$ cat config.mk
export PLATFORM = sky130hd
export DESIGN_NAME = unique_key_fifo_queue
export DESIGN_NICKNAME = d
export VERILOG_FILES = /design/src/hw/rtl/ukfq_pkg.sv /design/src/hw/rtl/ukfq_ram.sv /design/src/hw/rtl/unique_key_fifo_queue.sv
export SDC_FILE = /design/constraint.sdc
export NUM_CORES = 1
export LEC_CHECK = 0
export ABC_CLOCK_PERIOD_IN_PS = 18100
export BUFFER_PORTS_ARGS = -buffer_cell sky130_fd_sc_hd__buf_2
export CORE_MARGIN = 2
export CORE_UTILIZATION = 60
export CTS_BUF_LIST = sky130_fd_sc_hd__clkbuf_16
export DETAILED_ROUTE_END_ITERATION = 16
export GPL_TIMING_DRIVEN = 1
export HOLD_SLACK_MARGIN = 0.06
export PLACE_DENSITY = 0.79
export SLEW_MARGIN = 20
export SYNTH_ARGS = -nofsm -noshare
export SYNTH_HDL_FRONTEND = slang
export SYNTH_SLANG_ARGS = --single-unit
$ cat constraint.sdc
create_clock -name clk -period 18.1 [get_ports clk]
set_input_delay 1.81 -clock clk [delete_from_list [all_inputs] [get_ports clk]]
set_output_delay 1.81 -clock clk [all_outputs]
set_load 0.02 [all_outputs]
$ cat src/hw/rtl/ukfq_pkg.sv
// ----------------------------------------------------------------------------
// ukfq_pkg
// Shared types and constants for the unique-key FIFO queue.
// ----------------------------------------------------------------------------
`default_nettype none

package ukfq_pkg;

    localparam int DEPTH_DEFAULT = 16;

    localparam int CMD_W   = 2;
    localparam int KEY_W   = 16;
    localparam int VALUE_W = 16;
    localparam int POS_W   = 5;
    localparam int STAT_W  = 2;
    localparam int COUNT_W = 5;

    localparam logic [CMD_W-1:0] CMD_PUSH = 2'd0;
    localparam logic [CMD_W-1:0] CMD_POP  = 2'd1;
    localparam logic [CMD_W-1:0] CMD_READ = 2'd2;

    localparam logic [STAT_W-1:0] STAT_OK   = 2'd0;
    localparam logic [STAT_W-1:0] STAT_DUP  = 2'd1;
    localparam logic [STAT_W-1:0] STAT_FULL = 2'd2;
    localparam logic [STAT_W-1:0] STAT_NONE = 2'd3;

    typedef enum logic [2:0] {
        ST_IDLE,
        ST_SCAN,
        ST_FETCH,
        ST_LOAD,
        ST_FINISH
    } state_t;

endpackage

`default_nettype wire

$ cat src/hw/rtl/ukfq_ram.sv
// ----------------------------------------------------------------------------
// ukfq_ram
// Generic single-write, single-read RAM with registered read data.
// ----------------------------------------------------------------------------
`default_nettype none

module ukfq_ram #(
    parameter int WIDTH = 32,
    parameter int DEPTH = 16
) (
    input  wire logic                     clk,
    input  wire logic                     wr_en,
    input  wire logic [$clog2(DEPTH)-1:0] wr_addr,
    input  wire logic [WIDTH-1:0]         wr_data,
    input  wire logic                     rd_en,
    input  wire logic [$clog2(DEPTH)-1:0] rd_addr,
    output logic      [WIDTH-1:0]         rd_data
);

    logic [WIDTH-1:0] mem [DEPTH];

    always_ff @(posedge clk)
    begin
        if (wr_en)
        begin
            mem[wr_addr] <= wr_data;
        end
        if (rd_en)
        begin
            rd_data <= mem[rd_addr];
        end
    end

endmodule

`default_nettype wire

$ cat src/hw/rtl/unique_key_fifo_queue.sv
// ----------------------------------------------------------------------------
// unique_key_fifo_queue
// Bounded FIFO of key/value pairs that refuses a push of an already queued key.
// ----------------------------------------------------------------------------
// One command is in work at a time; req_stall is high from the transfer until
// its result is loaded into the output register. A push walks the queued
// entries through the single read port of the entry RAM and one shared key
// comparator, one entry per cycle. A pop of a non-empty queue and a valid read
// pass through fetch and load states for the registered RAM read; the rest go
// straight to the finish state. A result waiting in the output register does
// not block the transfer of the next command.
`default_nettype none

module unique_key_fifo_queue #(
    parameter int DEPTH = ukfq_pkg::DEPTH_DEFAULT
) (
    input  wire logic                          clk,
    input  wire logic                          rst_n,
    input  wire logic                          req_valid,
    output logic                               req_stall,
    input  wire logic [ukfq_pkg::CMD_W-1:0]    cmd,
    input  wire logic [ukfq_pkg::KEY_W-1:0]    key,
    input  wire logic [ukfq_pkg::VALUE_W-1:0]  value,
    input  wire logic [ukfq_pkg::POS_W-1:0]    position,
    output logic                               rsp_valid,
    input  wire logic                          rsp_stall,
    output logic      [ukfq_pkg::STAT_W-1:0]   status,
    output logic      [ukfq_pkg::KEY_W-1:0]    out_key,
    output logic      [ukfq_pkg::VALUE_W-1:0]  out_value,
    output logic      [ukfq_pkg::COUNT_W-1:0]  count
);

    localparam int IW    = $clog2(DEPTH);
    localparam int CW    = $clog2(DEPTH + 1);
    localparam int PW    = ukfq_pkg::POS_W;
    localparam int CMPW  = (CW > PW) ? CW : PW;
    localparam int KW    = ukfq_pkg::KEY_W;
    localparam int VW    = ukfq_pkg::VALUE_W;
    localparam int RAM_W = KW + VW;

    ukfq_pkg::state_t state_reg, state_next;

    logic [ukfq_pkg::CMD_W-1:0] cmd_reg;
    logic [KW-1:0]              key_reg;
    logic [VW-1:0]              value_reg;
    logic [PW-1:0]              pos_reg;

    logic [IW-1:0] head_reg, head_next;
    logic [CW-1:0] count_reg, count_next;
    logic [CW-1:0] scan_idx_reg, scan_idx_next;
    logic          cmp_pend_reg, cmp_pend_next;

    logic [ukfq_pkg::STAT_W-1:0] res_status_reg, res_status_next;
    logic [KW-1:0]               res_key_reg, res_key_next;
    logic [VW-1:0]               res_value_reg, res_value_next;

    logic                          out_valid_reg, out_valid_next;
    logic [ukfq_pkg::STAT_W-1:0]   out_status_reg;
    logic [KW-1:0]                 out_key_reg;
    logic [VW-1:0]                 out_value_reg;
    logic [ukfq_pkg::COUNT_W-1:0]  out_count_reg;

    logic          accept;
    logic          out_load;
    logic [IW-1:0] offset;
    logic [IW:0]   slot_sum;
    logic [IW-1:0] slot;
    logic          ram_wr_en;
    logic          ram_rd_en;
    logic [RAM_W-1:0] ram_rd_data;
    logic [KW-1:0] rd_key;
    logic [VW-1:0] rd_value;
    logic [CMPW-1:0] pos_in_ext;
    logic [CMPW-1:0] pos_reg_ext;
    logic [CMPW-1:0] count_ext;
    logic [CMPW-1:0] pos_off;

    assign accept    = req_valid && !req_stall;
    assign req_stall = (state_reg != ukfq_pkg::ST_IDLE);

    // circular slot: head + offset modulo DEPTH
    assign slot_sum = {1'b0, head_reg} + {1'b0, offset};
    assign slot     = (slot_sum >= (IW+1)'(DEPTH)) ? IW'(slot_sum - (IW+1)'(DEPTH))
                                                   : slot_sum[IW-1:0];

    assign rd_key   = ram_rd_data[RAM_W-1:VW];
    assign rd_value = ram_rd_data[VW-1:0];

    assign pos_in_ext  = CMPW'(position);
    assign pos_reg_ext = CMPW'(pos_reg);
    assign count_ext   = CMPW'(count_reg);
    assign pos_off     = pos_reg_ext - CMPW'(1);

    ukfq_ram #(
        .WIDTH (RAM_W),
        .DEPTH (DEPTH)
    ) u_entry_ram (
        .clk     (clk),
        .wr_en   (ram_wr_en),
        .wr_addr (slot),
        .wr_data ({key_reg, value_reg}),
        .rd_en   (ram_rd_en),
        .rd_addr (slot),
        .rd_data (ram_rd_data)
    );

    always_comb
    begin
        state_next      = state_reg;
        head_next       = head_reg;
        count_next      = count_reg;
        scan_idx_next   = scan_idx_reg;
        cmp_pend_next   = cmp_pend_reg;
        res_status_next = res_status_reg;
        res_key_next    = res_key_reg;
        res_value_next  = res_value_reg;
        offset          = '0;
        ram_wr_en       = 1'b0;
        ram_rd_en       = 1'b0;
        out_load        = 1'b0;

        case (state_reg)
            ukfq_pkg::ST_IDLE:
            begin
                if (accept)
                begin
                    res_status_next = ukfq_pkg::STAT_NONE;
                    res_key_next    = '0;
                    res_value_next  = '0;
                    scan_idx_next   = '0;
                    cmp_pend_next   = 1'b0;
                    state_next      = ukfq_pkg::ST_FINISH;
                    case (cmd)
                        ukfq_pkg::CMD_PUSH:
                        begin
                            state_next = ukfq_pkg::ST_SCAN;
                        end
                        ukfq_pkg::CMD_POP:
                        begin
                            if (count_reg != '0)
                            begin
                                state_next = ukfq_pkg::ST_FETCH;
                            end
                        end
                        ukfq_pkg::CMD_READ:
                        begin
                            if (position != '0 && pos_in_ext <= count_ext)
                            begin
                                state_next = ukfq_pkg::ST_FETCH;
                            end
                        end
                        default:
                        begin
                            state_next = ukfq_pkg::ST_FINISH;
                        end
                    endcase
                end
            end
            ukfq_pkg::ST_SCAN:
            begin
                if (cmp_pend_reg && rd_key == key_reg)
                begin
                    res_status_next = ukfq_pkg::STAT_DUP;
                    state_next      = ukfq_pkg::ST_FINISH;
                end
                else if (scan_idx_reg < count_reg)
                begin
                    offset        = IW'(scan_idx_reg);
                    ram_rd_en     = 1'b1;
                    scan_idx_next = scan_idx_reg + CW'(1);
                    cmp_pend_next = 1'b1;
                end
                else
                begin
                    if (count_reg == CW'(DEPTH))
                    begin
                        res_status_next = ukfq_pkg::STAT_FULL;
                    end
                    else
                    begin
                        offset          = IW'(count_reg);
                        ram_wr_en       = 1'b1;
                        count_next      = count_reg + CW'(1);
                        res_status_next = ukfq_pkg::STAT_OK;
                    end
                    state_next = ukfq_pkg::ST_FINISH;
                end
            end
            ukfq_pkg::ST_FETCH:
            begin
                offset     = (cmd_reg == ukfq_pkg::CMD_POP) ? '0 : IW'(pos_off);
                ram_rd_en  = 1'b1;
                state_next = ukfq_pkg::ST_LOAD;
            end
            ukfq_pkg::ST_LOAD:
            begin
                res_status_next = ukfq_pkg::STAT_OK;
                res_key_next    = rd_key;
                res_value_next  = rd_value;
                if (cmd_reg == ukfq_pkg::CMD_POP)
                begin
                    offset     = IW'(1);
                    head_next  = slot;
                    count_next = count_reg - CW'(1);
                end
                state_next = ukfq_pkg::ST_FINISH;
            end
            ukfq_pkg::ST_FINISH:
            begin
                if (!out_valid_reg || !rsp_stall)
                begin
                    out_load   = 1'b1;
                    state_next = ukfq_pkg::ST_IDLE;
                end
            end
            default:
            begin
                state_next = ukfq_pkg::ST_IDLE;
            end
        endcase

        out_valid_next = out_load || (out_valid_reg && rsp_stall);
    end

    always_ff @(posedge clk or negedge rst_n)
    begin
        if (!rst_n)
        begin
            state_reg     <= ukfq_pkg::ST_IDLE;
            head_reg      <= '0;
            count_reg     <= '0;
            scan_idx_reg  <= '0;
            cmp_pend_reg  <= 1'b0;
            out_valid_reg <= 1'b0;
        end
        else
        begin
            state_reg     <= state_next;
            head_reg      <= head_next;
            count_reg     <= count_next;
            scan_idx_reg  <= scan_idx_next;
            cmp_pend_reg  <= cmp_pend_next;
            out_valid_reg <= out_valid_next;
        end
    end

    always_ff @(posedge clk)
    begin
        if (accept)
        begin
            cmd_reg   <= cmd;
            key_reg   <= key;
            value_reg <= value;
            pos_reg   <= position;
        end
        res_status_reg <= res_status_next;
        res_key_reg    <= res_key_next;
        res_value_reg  <= res_value_next;
        if (out_load)
        begin
            out_status_reg <= res_status_reg;
            out_key_reg    <= res_key_reg;
            out_value_reg  <= res_value_reg;
            out_count_reg  <= ukfq_pkg::COUNT_W'(count_reg);
        end
    end

    assign rsp_valid = out_valid_reg;
    assign status    = out_status_reg;
    assign out_key   = out_key_reg;
    assign out_value = out_value_reg;
    assign count     = out_count_reg;

endmodule

`default_nettype wire

==> metrics.cfg <==
[clocking]
cts_buffer_depth = 3
cts_hold_buffers = 0
numCtsBuffers = 61
cts_resized = 0
cts-root-buf = clkbuf_16
clock-sinks = 674
clkTransAtPathRegs_ns = 0.06
cts-htree-levels = 2
post_cts_buffers = 0
clock_latency_ns = 0.62
tritoncts = built

[timing]
finalHoldViolCount = 0
fin_hold_ws_ns = 0.417
max_freq_ghz = 0.158
fin_crit_ns = 6.35
tns_ns = 0
fin_crit_sh = 0.351
slew_viol_final = 0
setup_violations = 0
grt_setup_unrepaired = false
worst_pin_slew_ns = 1.12
fin_skew_ns = 0.0211
relSlewSlack = 0.251

[finish]
fin_nets = 1377
final_cell_mix = edfxtp_1 (655), mux4_2 (128), mux2i_1 (102)
area_growth_pct = 12.9
num_antenna_cells = 0
drive_gt1_frac = 0.273
largest_register_ffs = 512
largest_registers = u_entry_ram.mem x512, u_entry_ram.rd_data x32
num-fill-cells = 2586
layout_commonest_cell = edfxtp_1
regMostFlops = u_entry_ram.mem
regArea_um2 = 20100
multi_input_area_um2 = 5550

[worst_setup_path]
crit_arrival_ns = 6.58
cp_max_fo = 32
required_ns = 18.33
cp-start-kind = register
crit_path_max_incr_delay_ns = 1.03
cp_cell_sequence = xor2_1, or4_1, nor4b_2, a21o_1, o22ai_1, ha_1, a21oi_1, xnor2_1, xor2_4, buf_4, and3_2
end_kind = register
cp_slowest_cell = and3_2
path_class = register to register

[floorplan]
start_util = 0.604
coreArea_um2 = 42800
rows = 76
die_w_um = 211
io_pins = 84
die-area_um2 = 44700
dieHeight_um = 211

[synth]
avgSynthCellArea_um2 = 21.8
synth-edff-count = 655
yosysUniqueCellTypes = 48
yosysSeqAreaShare = 0.780
syn-num-nets = 1245
syn-instance-count = 1183
synth_warnings = 0
synth_top_area_frac = 0.761
postSynthRegisterBits = 674
yosys.area.top_type = edfxtp_1
netlist_area_um2 = 25800
ys_top_cells_by_area = edfxtp_1 (76%), mux4_2 (11%), mux2i_1 (4.0%)
synthArstFlopShare = 0.0282
ys.flop_type = edfxtp_1

[power_and_ir_drop]
swShare = 0.314
power_density_nw_per_um2 = 172
vdd.ir_drop.worst_mv = 0.126
power_switching_mw = 1.57
pwr-share-seq = 0.422
p_leak_nw = 9.84
p_int_mw = 3.44
p_clk_frac = 0.258
power_frac_comb = 0.320

[place]
dp_hpwl_um = 29400
numPortBuffers = 83
gp_congestion = 0.815

[detailed_routing]
drt-vias-per-instance = 6.34
drtAntennaViolNets = 0
firstDrtPassIters = 5
wl_per_cell_um = 28.0
remaining_drc_errors = 0
drt_iter0_markers = 1413
vias = 12131
drt-total-wl_um = 53600

[run_status]
status = complete, no violations

[job]
maxCapViolations = 0

[grt]
grt_pass1_vias = 12812
gr-total-overflow = 0
grt_use_total = 0.250
antenna_found_initial = 1
grt_pass1_wl_um = 80000
grt_max_degree = 74

[min_path]
hold_class = register to register

[worst max-delay path, delay by kind of cell, from the launching register on]
family / cells / cell delay [ns]
xor gates and xnor gates: 3 / 1.52
adders and majority gates: 1 / 0.47
buffers and inverters: 1 / 0.61
AOI/OAI and AO/OA: 3 / 0.73
and+or+nand+nor: 3 / 1.98
DFF: 1 / 0.61
[final cells by class]
cell class / instances / area share
Clock buffer: 63 / 0.0540
Tap cell: 546 / 0.0234
Multi-Input combinational cell: 441 / 0.190
Sequential cell: 674 / 0.691
Timing Repair Buffer: 122 / 0.0247
Clock inverter: 52 / 0.0152
Inverter: 15 / 0.00193
[metal layers]
| metal | track usage | vias to the layer above | share of wire |
|---|---|---|---|
| li1 | - | 5135 | - |
| met3 | 0.0475 | 105 | 0.085 |
| met5 | 0 | - | 0.00022 |
| met4 | 0.0879 | 2 | 0.026 |
| met2 | 0.401 | 615 | 0.49 |
| met1 | 0.351 | 6274 | 0.39 |
[power by group through the flow]
stage	Combinational [mW]	Clock (mW)	Sequential, mW
finish	1.60	1.29	2.11
global route	1.72	1.37	2.13
CTS	1.62	1.31	2.11
detailed placement	1.60	0	2.14
global placement	1.57	0	2.13
floorplan	1.16	0	2.13
[cells in the mapped netlist (all sizes together), types with 3 or more instances]
library cell    n
xor2           10
o22ai           3
a21oi          11
mux4          128
mux2i         102
nand2          21
nor2            8
o21a            3
o21ai          16
or3             3
buf            18
xnor2          20
clkbuf         35
ha             17
a21o            6
dfrtp          19
nand2b          4
and3           36
nor3           15
inv            15
nand3b          4
nand3           5
nor4            4
nand4           5
edfxtp        655
[stage by stage]
stage,std cells,utilization,total power [mW],worst slack [ns],instance area [um2]
after floorplan,1183,-,3.29,12.01,25800
after global placement,1797,0.634,3.70,12.05,27100
after detailed placement,1797,0.634,3.74,11.88,27100
after CTS,1912,0.681,5.04,11.82,29100
after global routing,1913,0.682,5.22,11.55,29200
final,1913,0.682,5.01,11.75,29200
[logic make-up (layout without fill, tap and decap cells)]
family                   count (synthesis)  count (layout)  synth area share
AO/OA/AOI/OAI                           46              46            0.0116
XOR/XNOR                                30              30            0.0108
adder cells (fa/ha/maj)                 19              19           0.00978
buffers and inverters                   68             252            0.0117
flip-flops                             674             674             0.780
multiplexers                           231             231             0.152
AND/OR/NAND/NOR                        115             115            0.0248
[final timing paths]
check                                   from                       to  slack, ns  depth (start not counted)
max in group asynchronous              rst_n              head_reg[2]      16.64                          1
hold / removal             res_status_reg[0]                status[0]       0.42                          0
setup reg to reg                  key_reg[9]  u_entry_ram.mem[10][17]      11.75                         11
setup / recovery                  key_reg[9]  u_entry_ram.mem[10][17]      11.75                         11
min in group asynchronous              rst_n              head_reg[3]       1.14                          1
hold reg to reg            res_status_reg[0]                status[0]       0.42                          0
No activity file was read; power rests on OpenSTA's default activity.
